**src/assert_macros.svh**
```systemverilog
// Assertion macros shared by the framer RTL.
`ifndef ASSERT_MACROS_SVH
`define ASSERT_MACROS_SVH

// Check cons in the same cycle as ante.
`define ASSERT_SAME(label, clk, rst_n, ante, cons) \
    label: assert property (@(posedge clk) disable iff (!(rst_n)) (ante) |-> (cons)) \
        else $error("assertion failed");

// Check cons in the cycle after ante.
`define ASSERT_NEXT(label, clk, rst_n, ante, cons) \
    label: assert property (@(posedge clk) disable iff (!(rst_n)) (ante) |=> (cons)) \
        else $error("assertion failed");

`endif

```
**src/crcpf_pkg.sv**
```systemverilog
// Types, constants and the CRC byte update for the CRC-16 packet framer.
`default_nettype none

package crcpf_pkg;

    localparam int unsigned IDX_W   = 4;
    localparam int unsigned PADDR_W = 3;
    localparam int unsigned PDATA_W = 32;

    localparam logic [15:0] CRC_INIT = 16'hFFFF;
    localparam logic [15:0] CRC_POLY = 16'h1021;

    localparam logic [7:0] MAGIC_FIRST  = 8'hA5;
    localparam logic [7:0] MAGIC_SECOND = 8'h5A;

    localparam logic ACT_START = 1'b0;
    localparam logic ACT_BYTE  = 1'b1;

    localparam logic [1:0] STAT_OK         = 2'd0;
    localparam logic [1:0] STAT_NO_PACKET  = 2'd1;
    localparam logic [1:0] STAT_START_OPEN = 2'd2;

    localparam logic REG_VERSION = 1'b0;

    // header byte positions
    localparam logic [IDX_W-1:0] HDR_MAGIC0  = 4'd0;
    localparam logic [IDX_W-1:0] HDR_MAGIC1  = 4'd1;
    localparam logic [IDX_W-1:0] HDR_VERSION = 4'd2;
    localparam logic [IDX_W-1:0] HDR_TYPE    = 4'd3;
    localparam logic [IDX_W-1:0] HDR_CNT0    = 4'd4;
    localparam logic [IDX_W-1:0] HDR_CNT1    = 4'd5;
    localparam logic [IDX_W-1:0] HDR_SEQ0    = 4'd6;
    localparam logic [IDX_W-1:0] HDR_SEQ1    = 4'd7;
    localparam logic [IDX_W-1:0] HDR_SEQ2    = 4'd8;
    localparam logic [IDX_W-1:0] HDR_SEQ3    = 4'd9;
    localparam logic [IDX_W-1:0] HDR_CRC_LO  = 4'd10;

    // payload item positions
    localparam logic [IDX_W-1:0] PLD_DATA   = 4'd0;
    localparam logic [IDX_W-1:0] PLD_CRC_LO = 4'd1;

    typedef struct packed {
        logic        action;
        logic [7:0]  packet_type;
        logic [31:0] sequence_number;
        logic [15:0] payload_count;
        logic [7:0]  payload_byte;
    } t_in_item;

    typedef struct packed {
        logic [7:0] out_byte;
        logic [1:0] status;
        logic       last_in_run;
        logic       packet_end;
    } t_out_item;

    typedef struct packed {
        logic busy;
        logic push;
    } t_emit_stat;

    function automatic logic [15:0] crc_byte(input logic [15:0] c, input logic [7:0] b);
        logic [15:0] v;
        v = c ^ {b, 8'h00};
        for (int i = 0; i < 8; i++) begin
            v = v[15] ? ({v[14:0], 1'b0} ^ CRC_POLY) : {v[14:0], 1'b0};
        end
        return v;
    endfunction

endpackage

`default_nettype wire

```
**src/crcpf_cfg.sv**
```systemverilog
// APB register block holding the protocol version byte.
`default_nettype none

module crcpf_cfg (
    input  wire logic                          i_clk,
    input  wire logic                          i_rst_n,
    input  wire logic                          psel,
    input  wire logic                          penable,
    input  wire logic                          pwrite,
    input  wire logic [crcpf_pkg::PADDR_W-1:0] paddr,
    input  wire logic [crcpf_pkg::PDATA_W-1:0] pwdata,
    output logic      [crcpf_pkg::PDATA_W-1:0] prdata,
    output logic                               pready,
    output logic      [7:0]                    o_version
);

    logic       w_version_sel;
    logic [7:0] r_version;

    assign w_version_sel = (paddr[crcpf_pkg::PADDR_W-1] == crcpf_pkg::REG_VERSION);

    always_ff @(posedge i_clk) begin
        if (!i_rst_n) begin
            r_version <= 8'd1;
        end else if (psel && penable && pwrite && pready && w_version_sel) begin
            r_version <= pwdata[7:0];
        end
    end

    assign pready    = 1'b1;
    assign prdata    = w_version_sel ? {{(crcpf_pkg::PDATA_W-8){1'b0}}, r_version} : '0;
    assign o_version = r_version;

endmodule

`default_nettype wire

```
**src/crcpf_emit.sv**
```systemverilog
// Item register, byte sequencer, packet state and running CRC.
`default_nettype none

module crcpf_emit (
    input  wire logic                  i_clk,
    input  wire logic                  i_rst_n,
    input  wire logic                  i_in_valid,
    input  wire crcpf_pkg::t_in_item   i_in_item,
    output logic                       o_in_stall,
    input  wire logic [7:0]            i_version,
    input  wire logic                  i_can_push,
    output crcpf_pkg::t_emit_stat      o_stat,
    output crcpf_pkg::t_out_item       o_item
);

    crcpf_pkg::t_in_item            r_item;
    logic                           r_busy;
    logic [crcpf_pkg::IDX_W-1:0]    r_idx;
    logic [15:0]                    r_crc;
    logic [15:0]                    r_left;
    logic                           r_open;
    logic [15:0]                    n_crc;
    logic [15:0]                    n_left;
    logic                           n_open;

    logic       w_fire;
    logic       w_in_acc;
    logic [7:0] w_byte;
    logic [1:0] w_status;
    logic       w_last;
    logic       w_end;
    logic       w_cov;
    logic       w_close;
    logic       w_open_set;

    always_comb begin
        w_byte     = '0;
        w_status   = crcpf_pkg::STAT_OK;
        w_last     = 1'b0;
        w_end      = 1'b0;
        w_cov      = 1'b0;
        w_close    = 1'b0;
        w_open_set = 1'b0;
        n_crc      = r_crc;
        n_left     = r_left;
        n_open     = r_open;
        if (r_item.action == crcpf_pkg::ACT_START) begin
            if (r_open) begin
                w_status = crcpf_pkg::STAT_START_OPEN;
                w_last   = 1'b1;
            end else begin
                case (r_idx)
                    crcpf_pkg::HDR_MAGIC0:  w_byte = crcpf_pkg::MAGIC_FIRST;
                    crcpf_pkg::HDR_MAGIC1:  w_byte = crcpf_pkg::MAGIC_SECOND;
                    crcpf_pkg::HDR_VERSION: begin
                        w_byte = i_version;
                        w_cov  = 1'b1;
                    end
                    crcpf_pkg::HDR_TYPE: begin
                        w_byte = r_item.packet_type;
                        w_cov  = 1'b1;
                    end
                    crcpf_pkg::HDR_CNT0: begin
                        w_byte = r_item.payload_count[7:0];
                        w_cov  = 1'b1;
                    end
                    crcpf_pkg::HDR_CNT1: begin
                        w_byte = r_item.payload_count[15:8];
                        w_cov  = 1'b1;
                    end
                    crcpf_pkg::HDR_SEQ0: begin
                        w_byte = r_item.sequence_number[7:0];
                        w_cov  = 1'b1;
                    end
                    crcpf_pkg::HDR_SEQ1: begin
                        w_byte = r_item.sequence_number[15:8];
                        w_cov  = 1'b1;
                    end
                    crcpf_pkg::HDR_SEQ2: begin
                        w_byte = r_item.sequence_number[23:16];
                        w_cov  = 1'b1;
                    end
                    crcpf_pkg::HDR_SEQ3: begin
                        w_byte = r_item.sequence_number[31:24];
                        w_cov  = 1'b1;
                    end
                    crcpf_pkg::HDR_CRC_LO:  w_byte = r_crc[7:0];
                    default: begin
                        w_byte  = r_crc[15:8];
                        w_end   = 1'b1;
                        w_last  = 1'b1;
                        w_close = 1'b1;
                    end
                endcase
                if (r_idx == crcpf_pkg::HDR_SEQ3 && r_item.payload_count != 16'd0) begin
                    w_last     = 1'b1;
                    w_open_set = 1'b1;
                end
            end
        end else begin
            if (!r_open) begin
                w_status = crcpf_pkg::STAT_NO_PACKET;
                w_last   = 1'b1;
            end else begin
                case (r_idx)
                    crcpf_pkg::PLD_DATA: begin
                        w_byte = r_item.payload_byte;
                        w_cov  = 1'b1;
                        n_left = r_left - 16'd1;
                        w_last = (r_left != 16'd1);
                    end
                    crcpf_pkg::PLD_CRC_LO: w_byte = r_crc[7:0];
                    default: begin
                        w_byte  = r_crc[15:8];
                        w_end   = 1'b1;
                        w_last  = 1'b1;
                        w_close = 1'b1;
                    end
                endcase
            end
        end
        if (w_cov) begin
            n_crc = crcpf_pkg::crc_byte(r_crc, w_byte);
        end
        if (w_open_set) begin
            n_open = 1'b1;
            n_left = r_item.payload_count;
        end
        if (w_close) begin
            n_crc  = crcpf_pkg::CRC_INIT;
            n_open = 1'b0;
            n_left = '0;
        end
    end

    assign w_fire     = r_busy && i_can_push;
    assign o_in_stall = r_busy && !(w_fire && w_last);
    assign w_in_acc   = i_in_valid && !o_in_stall;

    always_ff @(posedge i_clk) begin
        if (!i_rst_n) begin
            r_busy <= 1'b0;
            r_idx  <= '0;
            r_crc  <= crcpf_pkg::CRC_INIT;
            r_left <= '0;
            r_open <= 1'b0;
        end else begin
            if (w_fire) begin
                r_crc  <= n_crc;
                r_left <= n_left;
                r_open <= n_open;
                r_idx  <= w_last ? '0 : r_idx + crcpf_pkg::IDX_W'(1);
            end
            if (w_in_acc) begin
                r_busy <= 1'b1;
            end else if (w_fire && w_last) begin
                r_busy <= 1'b0;
            end
        end
    end

    always_ff @(posedge i_clk) begin
        if (w_in_acc) begin
            r_item <= i_in_item;
        end
    end

    assign o_stat.busy        = r_busy;
    assign o_stat.push        = w_fire;
    assign o_item.out_byte    = w_byte;
    assign o_item.status      = w_status;
    assign o_item.last_in_run = w_last;
    assign o_item.packet_end  = w_end;

endmodule

`default_nettype wire

```
**src/crcpf_outreg.sv**
```systemverilog
// Output register that holds one result item toward the stream side.
`default_nettype none

module crcpf_outreg (
    input  wire logic                  i_clk,
    input  wire logic                  i_rst_n,
    input  wire logic                  i_push,
    input  wire crcpf_pkg::t_out_item  i_item,
    output logic                       o_can_push,
    output logic                       o_valid,
    output crcpf_pkg::t_out_item       o_item,
    input  wire logic                  i_stall
);

    logic                 r_valid;
    crcpf_pkg::t_out_item r_item;

    always_ff @(posedge i_clk) begin
        if (!i_rst_n) begin
            r_valid <= 1'b0;
        end else if (i_push) begin
            r_valid <= 1'b1;
        end else if (!i_stall) begin
            r_valid <= 1'b0;
        end
    end

    always_ff @(posedge i_clk) begin
        if (i_push) begin
            r_item <= i_item;
        end
    end

    assign o_can_push = !r_valid || !i_stall;
    assign o_valid    = r_valid;
    assign o_item     = r_item;

endmodule

`default_nettype wire

```
**src/crc16_packet_framer_core.sv**
```systemverilog
// Top level of the CRC-16 packet framer: config port, sequencer and output register.
//
//  channel  | direction | handshake              | payload
//  ---------+-----------+------------------------+-----------------------
//  input    | in        | i_in_valid/o_in_stall  | i_in_item  (t_in_item)
//  output   | out       | o_out_valid/i_out_stall| o_out_item (t_out_item)
//  config   | in        | psel/penable/pready    | paddr, pwdata, prdata
//
// The byte sequencer feeding the output register gives one result byte per cycle
// unless the output stalls; the next item is taken in the cycle the current item's
// last byte enters the output register. Payload items emit their byte, plus the CRC bytes
// when closing the packet; start items emit the header, plus the CRC when the payload
// count is zero; errors emit one zero byte. Results pass the item and output registers.
// Reset is synchronous; no packet open and the CRC at its initial value after reset.
// A stall on the output holds the output register and, once full, the sequencer.
`default_nettype none
`include "assert_macros.svh"

module crc16_packet_framer_core (
    input  wire logic                          i_clk,
    input  wire logic                          i_rst_n,
    input  wire logic                          i_in_valid,
    input  wire crcpf_pkg::t_in_item           i_in_item,
    output logic                               o_in_stall,
    output logic                               o_out_valid,
    output crcpf_pkg::t_out_item               o_out_item,
    input  wire logic                          i_out_stall,
    input  wire logic                          psel,
    input  wire logic                          penable,
    input  wire logic                          pwrite,
    input  wire logic [crcpf_pkg::PADDR_W-1:0] paddr,
    input  wire logic [crcpf_pkg::PDATA_W-1:0] pwdata,
    output logic      [crcpf_pkg::PDATA_W-1:0] prdata,
    output logic                               pready
);

    logic [7:0]            w_version_byte;
    logic                  w_can_push;
    logic                  w_in_acc;
    logic                  w_out_end;
    logic                  w_out_err;
    logic                  w_err_clean;
    crcpf_pkg::t_emit_stat w_stat;
    crcpf_pkg::t_out_item  w_item;

    crcpf_cfg u_cfg (
        .i_clk     (i_clk),
        .i_rst_n   (i_rst_n),
        .psel      (psel),
        .penable   (penable),
        .pwrite    (pwrite),
        .paddr     (paddr),
        .pwdata    (pwdata),
        .prdata    (prdata),
        .pready    (pready),
        .o_version (w_version_byte)
    );

    crcpf_emit u_emit (
        .i_clk      (i_clk),
        .i_rst_n    (i_rst_n),
        .i_in_valid (i_in_valid),
        .i_in_item  (i_in_item),
        .o_in_stall (o_in_stall),
        .i_version  (w_version_byte),
        .i_can_push (w_can_push),
        .o_stat     (w_stat),
        .o_item     (w_item)
    );

    crcpf_outreg u_outreg (
        .i_clk      (i_clk),
        .i_rst_n    (i_rst_n),
        .i_push     (w_stat.push),
        .i_item     (w_item),
        .o_can_push (w_can_push),
        .o_valid    (o_out_valid),
        .o_item     (o_out_item),
        .i_stall    (i_out_stall)
    );

    assign w_in_acc    = i_in_valid && !o_in_stall;
    assign w_out_end   = o_out_valid && o_out_item.packet_end;
    assign w_out_err   = o_out_valid && (o_out_item.status != crcpf_pkg::STAT_OK);
    assign w_err_clean = (o_out_item.out_byte == 8'd0) && o_out_item.last_in_run
                         && !o_out_item.packet_end;

    `ASSERT_SAME(a_end_is_last, i_clk, i_rst_n, w_out_end, o_out_item.last_in_run)
    `ASSERT_SAME(a_error_zero, i_clk, i_rst_n, w_out_err, w_err_clean)
    `ASSERT_NEXT(a_accept_busy, i_clk, i_rst_n, w_in_acc, w_stat.busy)
    `ASSERT_NEXT(a_push_shows, i_clk, i_rst_n, w_stat.push, o_out_valid)
    `ASSERT_SAME(a_stall_when_blocked, i_clk, i_rst_n, w_stat.busy && !w_can_push, o_in_stall)

endmodule

`default_nettype wire
```
**config.mk**
```make
export PLATFORM = sky130hd
export DESIGN_NAME = crc16_packet_framer_core
export DESIGN_NICKNAME = d
export VERILOG_FILES = /design/src/crcpf_pkg.sv /design/src/crcpf_cfg.sv /design/src/crcpf_emit.sv /design/src/crcpf_outreg.sv /design/src/crc16_packet_framer_core.sv
export VERILOG_INCLUDE_DIRS = /design/src /design/src/src
export SDC_FILE = /design/constraint.sdc
export NUM_CORES = 1
export LEC_CHECK = 0
export BUFFER_PORTS_ARGS = -buffer_cell sky130_fd_sc_hd__buf_2
export CAP_MARGIN = 0
export CORE_ASPECT_RATIO = 0.9
export CORE_MARGIN = 4
export CORE_UTILIZATION = 38
export CTS_CLUSTER_DIAMETER = 30
export DETAILED_ROUTE_END_ITERATION = 8
export GPL_TIMING_DRIVEN = 0
export PLACE_DENSITY = 0.7
export REMOVE_ABC_BUFFERS = 1
export SYNTH_ARGS = -nofsm -noshare
export SYNTH_HDL_FRONTEND = slang
export SYNTH_HIERARCHICAL = 1
export SYNTH_SLANG_ARGS = --single-unit
```
**constraint.sdc**
```tcl
create_clock -name i_clk -period 5.8 [get_ports i_clk]
set_input_delay 0.29 -clock i_clk [delete_from_list [all_inputs] [get_ports i_clk]]
set_output_delay 0.29 -clock i_clk [all_outputs]
set_load 0.05 [all_outputs]
```
==> results.json, run 1 <==
{
  "placed_cell_area_um2": 6940,
  "switching_share": 0.259,
  "diodes": 0,
  "clk_pin_slew_ps": 60,
  "crit_type": "reg2reg",
  "die_h_um": 132,
  "holdWs_ps": 42.8,
  "cts_sinks": 124,
  "io_pins": 154,
  "core_area_um2": 16400,
  "cts_buffer_depth": 2,
  "dpl_worst_slack_ps": 1410,
  "area_growth_pct": 16.5,
  "via_count": 5131,
  "initial_core_util": 0.393,
  "p_int_mw": 1.71,
  "slew_violations": 0,
  "syn-cell-area_um2": 6450,
  "clock_latency_ps": 420,
  "drtAntennaViolNets": 0,
  "dpl.hpwl_um": 11300,
  "synthCells": 619,
  "drv_cap": 0,
  "hold_buffers": 0,
  "clk_root_buffer_cell": "clkbuf_16",
  "drt-total-wl_um": 16400,
  "die_w_um": 145,
  "drcViolationCount": 0,
  "post_cts_buffers": 0,
  "rsz0062_at_grt": "false",
  "nets": 814,
  "start_kind": "flip-flop",
  "final.period_utilization": 0.756,
  "layout-drive-gt1-share": 0.238,
  "yosys_warnings": 6,
  "routed_via_density": 5.58,
  "cellPowerDensity_nw_per_um2": 306,
  "num_rows": 44,
  "maxSlewHeadroom": 0.0645,
  "worst_ir_drop_vdd_mv": 0.219,
  "hold_viol_final": 0,
  "cts_max_level": 4,
  "clockPowerShare": 0.443,
  "fin_cells": 920,
  "p_sw_mw": 0.595,
  "min_path_type": "in2reg",
  "cp.required_ps": 5910,
  "place_congestion": 0.859,
  "reg2reg_depth": 8,
  "first_pass_iters": 5,
  "stdcell_area_um2": 7510,
  "cts_tree": "built",
  "outcome": "complete, no violations",
  "grt_pass1_wl_um": 25700,
  "grt_max_degree": 38,
  "grt_pass1_vias": 4741,
  "crit_fanout": 37,
  "numCtsBuffers": 17,
  "overflow": 0,
  "hold_path_depth": 1,
  "pwr-share-seq": 0.438,
  "setup_viol": 0,
  "cts_resized": 0,
  "antenna_found_initial": 0,
  "leakagePower_nw": 2.86,
  "place_inst": 888,
  "endpoint_kind": "flip-flop",
  "fin_util": 0.458,
  "fmax_mhz": 228,
  "setup_ws_ps": 1410,
  "grt_use_total": 0.169,
  "tightest_slew_ps": 1400,
  "period_minus_slack_ps": 4390,
  "portBuffers": 102,
  "die_area_um2": 19100,
  "combPwrFrac": 0.119,
  "finClkSkew_ps": 9.48,
  "synth_area_per_cell_um2": 10.4,
  "arrival_ps": 4500,
  "drt_iter0_drc": 622,
  "r2r_slack_ps": 1410,
  "wire_per_inst_um": 17.8
}
-- layout by cell type (no fill, tap or decap), drive strengths merged, types with 4 or more instances in the layout --
master      n
nand2      68
nand3       9
a22o        8
clkinvlp    5
xor2        6
inv        12
nand4       4
mux2i      14
ha          7
o211ai      5
o2bb2ai     8
o21ai      37
nor4       13
buf       103
nor2b       9
a221oi      4
nand2b      4
clkinv      5
a31oi       4
or3         6
and4        6
clkbuf     18
a222oi      7
o22a        8
a211oi      4
conb       25
and2b       9
a22oi      24
a21boi      7
edfxtp     77
xnor2      12
dfxtp      47
nor3       20
a21oi      45
nor2       34
-- per-stage QoR --
step           TNS [ps]  power [mW]
2_1_floorplan     -5350        1.21
3_3_place_gp    -114240        1.29
3_5_place_dp          0        1.30
4_1_cts               0        2.32
5_1_grt               0        2.39
6_report              0        2.30
-- final cells by class --
class | count | area, um^2
Inverter | 10 | 37.5
Tap cell | 207 | 259
Multi-Input combinational cell | 444 | 2860
Timing Repair Buffer | 103 | 531
Clock inverter | 14 | 145
Sequential cell | 124 | 3250
Fill cell | 1528 | 8890
Clock buffer | 18 | 429
-- final timing paths --
kind | startpoint | to
max | u_emit/r_idx[1] | u_emit/r_item[60]
min | i_in_item[9] | u_emit/r_item[9]
max reg2reg | u_emit/r_idx[1] | u_emit/r_item[60]
min reg2reg | u_emit/r_left[13] | u_emit/r_left[13]
-- sequential cells by signal, summed over array words and instances (netlist names) --
signal	count
u_emit/r_item	65
u_emit/r_crc	16
u_emit/r_left	16
u_outreg/o_item	12
u_cfg/o_version	8
u_emit/r_idx	4
u_emit/r_busy	1
u_emit/r_open	1
u_outreg/o_valid	1
-- layer usage --
metal,GRT usage,share of wire
met5,0,0
met4,0.0612,0.017
met3,0.0544,0.093
met2,0.238,0.42
met1,0.242,0.47
-- power by group through the flow --
| stage | clock network, mW | logic [mW] | registers [mW] |
|---|---|---|---|
| after floorplan | 0 | 0.174 | 1.04 |
| after global placement | 0 | 0.266 | 1.03 |
| after detailed placement | 0 | 0.271 | 1.02 |
| after CTS | 1.04 | 0.273 | 1.01 |
| after global routing | 1.08 | 0.296 | 1.01 |
| final | 1.02 | 0.274 | 1.01 |
-- worst max-delay path, stage by stage, from the launching register on --
cell and delay (ps):
dfxtp_1 360, inv_1 100, ha_1 970, and2b_1 340, nand3_1 170, a32oi_1 740
a21boi_1 280, nor2b_4 780, buf_12 300
(Power assumes the default switching activity.)
==> inputs of run 2 (changes only) <==
==> constraint.sdc (replaced) <==
create_clock -name i_clk -period 4.4 [get_ports i_clk]
set_input_delay 0.22 -clock i_clk [delete_from_list [all_inputs] [get_ports i_clk]]
set_output_delay 0.22 -clock i_clk [all_outputs]
set_load 0.05 [all_outputs]
==> run 2 against run 1 <==
Compared with the run above: combinational power is 50% higher; critical path type unchanged; flip-flop and latch count stayed put; clock skew is 5.9 ps higher; final cell count is 7.2% higher; worst hold slack better by 6.8 ps; sequential share of layout area is 3.5 points lower.
==> results.json, run 2 (synthesis results as in run 1) <==
{
  "die_area_um2": 19100,
  "path_cells": "inv_1 -> ha_2 -> nor3_1 -> o21ai_1 -> and2_4 -> a32oi_1 -> a21boi_1 -> nor2b_4 -> buf_12",
  "diodes": 0,
  "drt-total-wl_um": 17600,
  "crit_fanout": 37,
  "antenna_found_initial": 0,
  "slew_violations": 0,
  "place_congestion": 0.859,
  "biggestRegsByFlops": "u_emit/r_item: 65 flops, u_emit/r_crc: 16 flops, u_emit/r_left: 16 flops",
  "critical-path-top-delay-family": "simple AND/OR/NAND/NOR gates",
  "initial_core_util": 0.393,
  "hold_viol_final": 0,
  "overflow": 0,
  "drv_cap": 0,
  "setup_viol": 0,
  "dpl.hpwl_um": 11300,
  "die_h_um": 132,
  "final_common_cell": "buf_2",
  "grt_use_total": 0.179,
  "layout-drive-gt1-share": 0.222,
  "crit_buf_inv": 2,
  "maxSlewHeadroom": 0.352,
  "worst_ir_drop_vdd_mv": 0.289,
  "min_path_type": "in2reg",
  "grt_pass1_vias": 5180,
  "final.period_utilization": 0.894,
  "top_register": "u_emit/r_item",
  "area_growth_pct": 26.8,
  "cts_max_level": 4,
  "clock_latency_ps": 420,
  "cp_slowest_cell": "a32oi_1",
  "crit_type": "reg2reg",
  "via_count": 5421,
  "grt_pass1_wl_um": 27400,
  "seqCellArea_um2": 3250,
  "endpoint_kind": "flip-flop",
  "io_pins": 154,
  "period_minus_slack_ps": 3930,
  "cellPowerDensity_nw_per_um2": 378,
  "fmax_mhz": 254,
  "slowest_delay_ps": 630,
  "placed_cell_area_um2": 6940,
  "numCtsBuffers": 17,
  "portBuffers": 102,
  "rsz0062_at_grt": "false",
  "num_rows": 44,
  "finClkSkew_ps": 15.4,
  "cts_buffer_depth": 2,
  "drcViolationCount": 0,
  "wire_per_inst_um": 17.9,
  "grt_max_degree": 38,
  "cts_tree": "built",
  "power_mw": 3.09,
  "drt_iter0_drc": 630,
  "core_area_um2": 16400,
  "outcome": "complete, no violations",
  "first_pass_iters": 5,
  "start_kind": "flip-flop",
  "multi_input_area_um2": 2870,
  "cp.required_ps": 4510,
  "leakagePower_nw": 3.13,
  "arrival_ps": 4040,
  "cts_sinks": 124,
  "n_fill_cell": 1468,
  "tightest_slew_ps": 971,
  "clk_root_buffer_cell": "clkbuf_16",
  "stdcell_area_um2": 8180,
  "nets": 880,
  "routed_via_density": 5.50,
  "clk_pin_slew_ps": 60,
  "layout_common_cells": "102 x buf_2, 77 x edfxtp_1, 68 x nand2_1",
  "largest_register_ffs": 65,
  "drtAntennaViolNets": 0,
  "die_w_um": 145
}
[run 2: cell count changes in the layout (fill, tap and decap cells not counted), sizes merged]
cell	change
nor2b	+1
dlygate4sd3	+65
[run 2: layout make-up]
class                   count  area share
clock inverters            14      0.0177
repair buffers            168       0.144
multi-input cells         445       0.351
flip-flops and latches    124       0.398
well taps                 207      0.0317
inverters                  10     0.00459
clock buffers              18      0.0525
[run 2: through the flow]
step           hold slack [ps]  utilization  setup WS (ps)  instances  TNS, ps
2_1_floorplan              282            -          -1480        578   -96350
3_5_place_dp               398        0.423           6.65        888        0
6_report                  49.7        0.499            468        986        0
5_1_grt                   49.6        0.499            169        986        0
4_1_cts                   33.9        0.498           22.3        985        0
3_3_place_gp               398        0.421          -3160        887  -205240
[run 2: power by group]
group	internal [mW]	switching (mW)	total, mW
clock	0.831	0.521	1.35
sequential	1.30	0.0300	1.33
combinational	0.158	0.254	0.412
[run 2: worst paths after layout]
path / slack [ps] / cells after the start / endpoint / from
setup reg to reg: 470 / 9 / u_emit/r_item[60] / u_emit/r_idx[0]
setup / recovery: 470 / 9 / u_emit/r_item[60] / u_emit/r_idx[0]
hold / removal: 50 / 3 / u_cfg/o_version[1] / pwdata[1]
hold reg to reg: 470 / 2 / u_emit/r_left[13] / u_emit/r_left[13]
[run 2: worst min-delay path, stage by stage]
cell and delay [ps]:
buf_2 100, nand2_1 50, mux2i_1 60
[run 2: timing repair]
item                                    4_1_cts  5_1_grt
gates resized for setup                       2        1
pin swaps                                     0        0
buffers inserted                              0        0
hold endpoints to repair                     65        0
endpoints found under the setup margin       39       65
gates cloned                                  0        1
hold buffers                                 65        0
[run 2: routing by layer]
metal  global-route usage  routed length, um
met1                0.253               8130
met2                0.261               7760
met3               0.0444               1400
met4               0.0744                333
met5                    0                  0
==> inputs of run 3 (changes only) <==
--- a/config.mk
+++ b/config.mk
@@ -18,5 +18,4 @@
 export REMOVE_ABC_BUFFERS = 1
 export SYNTH_ARGS = -nofsm -noshare
 export SYNTH_HDL_FRONTEND = slang
-export SYNTH_HIERARCHICAL = 1
 export SYNTH_SLANG_ARGS = --single-unit
==> run 3 against run 2 <==
Compared with the run above: final cell count grew 1.2%; largest power group unchanged; non-clock buffer count grew 1; area after synthesis shrank 1.4%; clock skew fell by 3.5 ps; highest routed layer unchanged; critical endpoint is now o_in_stall; worst setup slack worse by 330 ps; power up 7.6%; design area decreased by 0.61%.
==> results.json, run 3 <==
{
  "outcome": "complete, no violations",
  "setup_viol": 0,
  "crit_type": "reg2out",
  "synth_area_leader_cell": "edfxtp_1",
  "cellPowerDensity_nw_per_um2": 409,
  "drt-total-wl_um": 17700,
  "grt_max_degree": 40,
  "clock_latency_ps": 430,
  "combPwrFrac": 0.162,
  "finClkSkew_ps": 11.9,
  "fin_util": 0.499,
  "leakagePower_nw": 3.12,
  "holdWs_ps": 51.6,
  "die_h_um": 131,
  "portBuffers": 102,
  "worst_ir_drop_vdd_mv": 0.274,
  "ys_top_cells_by_count": "77 x edfxtp_1, 60 x nor2_1, 58 x nand2_1",
  "wire_per_inst_um": 17.7,
  "hold_viol_final": 0,
  "p_sw_mw": 0.904,
  "die_area_um2": 18900,
  "rsz0062_at_grt": "true",
  "maxSlewHeadroom": 0.184,
  "synth_edf_count": 77,
  "dpl_worst_slack_ps": 184,
  "antenna_found_initial": 0,
  "area_growth_pct": 27.8,
  "yosysMostFrequentCell": "edfxtp_1",
  "top_register": "u_emit.r_item",
  "numCtsBuffers": 17,
  "slew_violations": 0,
  "synthTopCellsByArea": "edfxtp_1 36%, dfxtp_1 15%, nor2_1 3.5%, nand2_1 3.4%, a22oi_1 3.3%",
  "period_minus_slack_ps": 4270,
  "synthCells": 629,
  "drv_cap": 0,
  "first_pass_iters": 8,
  "drt_iter0_drc": 599,
  "final_common_cell": "buf_2",
  "pwr-share-seq": 0.404,
  "io_pins": 154,
  "synth.distinct_cells": 68,
  "clk_pin_slew_ps": 60,
  "largest_register_ffs": 65,
  "synth-seq-area-share": 0.511,
  "start_kind": "flip-flop",
  "clk_root_buffer_cell": "clkbuf_16",
  "initial_core_util": 0.390,
  "layout_common_cells": "102 x buf_2, 77 x edfxtp_1, 66 x dlygate4sd3_1",
  "dpl.hpwl_um": 11400,
  "synth_area_per_cell_um2": 10.1,
  "synth_top_area_share": 0.363,
  "grt_use_total": 0.188,
  "layout-drive-gt1-share": 0.195,
  "final.period_utilization": 0.969,
  "grt_pass1_wl_um": 27600,
  "p_int_mw": 2.42,
  "syn-cell-area_um2": 6360,
  "drtAntennaViolNets": 0,
  "diodes": 0,
  "endpoint_kind": "primary output",
  "place_congestion": 0.850,
  "ys_async_sr_fraction": 0,
  "routed_via_density": 5.37,
  "tightest_slew_ps": 1220,
  "biggestRegsByFlops": "u_emit.r_item: 65 flops, u_emit.r_crc: 16 flops, u_emit.r_left: 16 flops",
  "arrival_ps": 4050,
  "cts_resized": 0,
  "cp.required_ps": 4180,
  "drcViolationCount": 0,
  "core_area_um2": 16300,
  "cts_buffer_depth": 2,
  "fmax_mhz": 234,
  "cts_max_level": 4,
  "die_w_um": 144,
  "yosys_warnings": 0,
  "crit_fanout": 30,
  "min_path_type": "in2reg",
  "nets": 891,
  "grt_pass1_vias": 5123,
  "ys_ff_latch": 124,
  "via_count": 5361,
  "cts_sinks": 124,
  "setup_ws_ps": 134,
  "cts_tree": "built",
  "synth_ff_type": "edfxtp_1",
  "num_rows": 44,
  "switching_share": 0.272,
  "clockPowerShare": 0.434,
  "overflow": 0
}
[run 3: cell type report]
cell class / instances / area [um^2]
clock buffer: 19 / 443
clock inverter: 13 / 166
fill: 1421 / 8170
inverter: 12 / 45.0
multi-input combinational: 454 / 2770
sequential: 124 / 3250
tap: 207 / 259
timing repair buffer: 169 / 1190
[run 3: worst paths after layout]
check | from | endpoint | slack, ps | cells after the start
max reg2reg | u_emit.r_idx[0] | u_emit.r_item[17] | 280 | 10
max | u_emit.r_idx[0] | o_in_stall | 130 | 9
min reg2reg | u_cfg.o_version[3] | u_cfg.o_version[3] | 500 | 2
min | pwdata[1] | u_cfg.o_version[1] | 50 | 3
[run 3: per-layer routing]
layer  vias to the layer above  routed length [um]  global-route usage  share of wire
met2                       247                7820               0.284           0.44
met1                      2532                8120               0.267           0.46
met4                         0                 298              0.0576          0.017
li1                       2557                   -                   -              -
met5                         -                   0                   0              0
met3                        25                1440              0.0480          0.082
[run 3: worst max-delay path: stages (launching register included)]
cell,delay [ps]
dfxtp_1,420
ha_1,1000
nor3_2,100
o21ai_2,200
and2_1,440
nand2_2,240
o32a_1,320
nand2_1,140
and2_1,410
buf_2,340
[run 3: power by group through the flow]
stage / combinational, mW / sequential (mW) / clock (mW)
floorplan: 0.319 / 1.39 / 0
global placement: 0.473 / 1.37 / 0
detailed placement: 0.481 / 1.37 / 0
CTS: 0.529 / 1.34 / 1.46
global route: 0.586 / 1.35 / 1.52
finish: 0.539 / 1.34 / 1.44
[run 3: metrics by stage]
step           setup TNS [ps]  instance area, um^2  total power, mW  cells
6_report                    0                 8130             3.33    998
3_3_place_gp          -207850                 6820             1.85    898
2_1_floorplan          -85280                 6050             1.71    589
4_1_cts                     0                 8120             3.34    997
3_5_place_dp                0                 6850             1.85    899
5_1_grt                  -222                 8130             3.46    998
[run 3: timing repair]
action	4_1_cts	5_1_grt
hold buffers	66	0
endpoints found under the setup margin	0	39
endpoints found under the hold margin	66	0
buffers inserted	0	0
[run 3: kinds of logic after synthesis]
group / synth area share
other: 0.00118
xor gates and xnor gates: 0.0407
adders and majority gates: 0.0118
AOI/OAI and AO/OA: 0.184
DFF: 0.511
buffers and inverters: 0.0696
and+or+nand+nor: 0.172
muxes: 0.00944
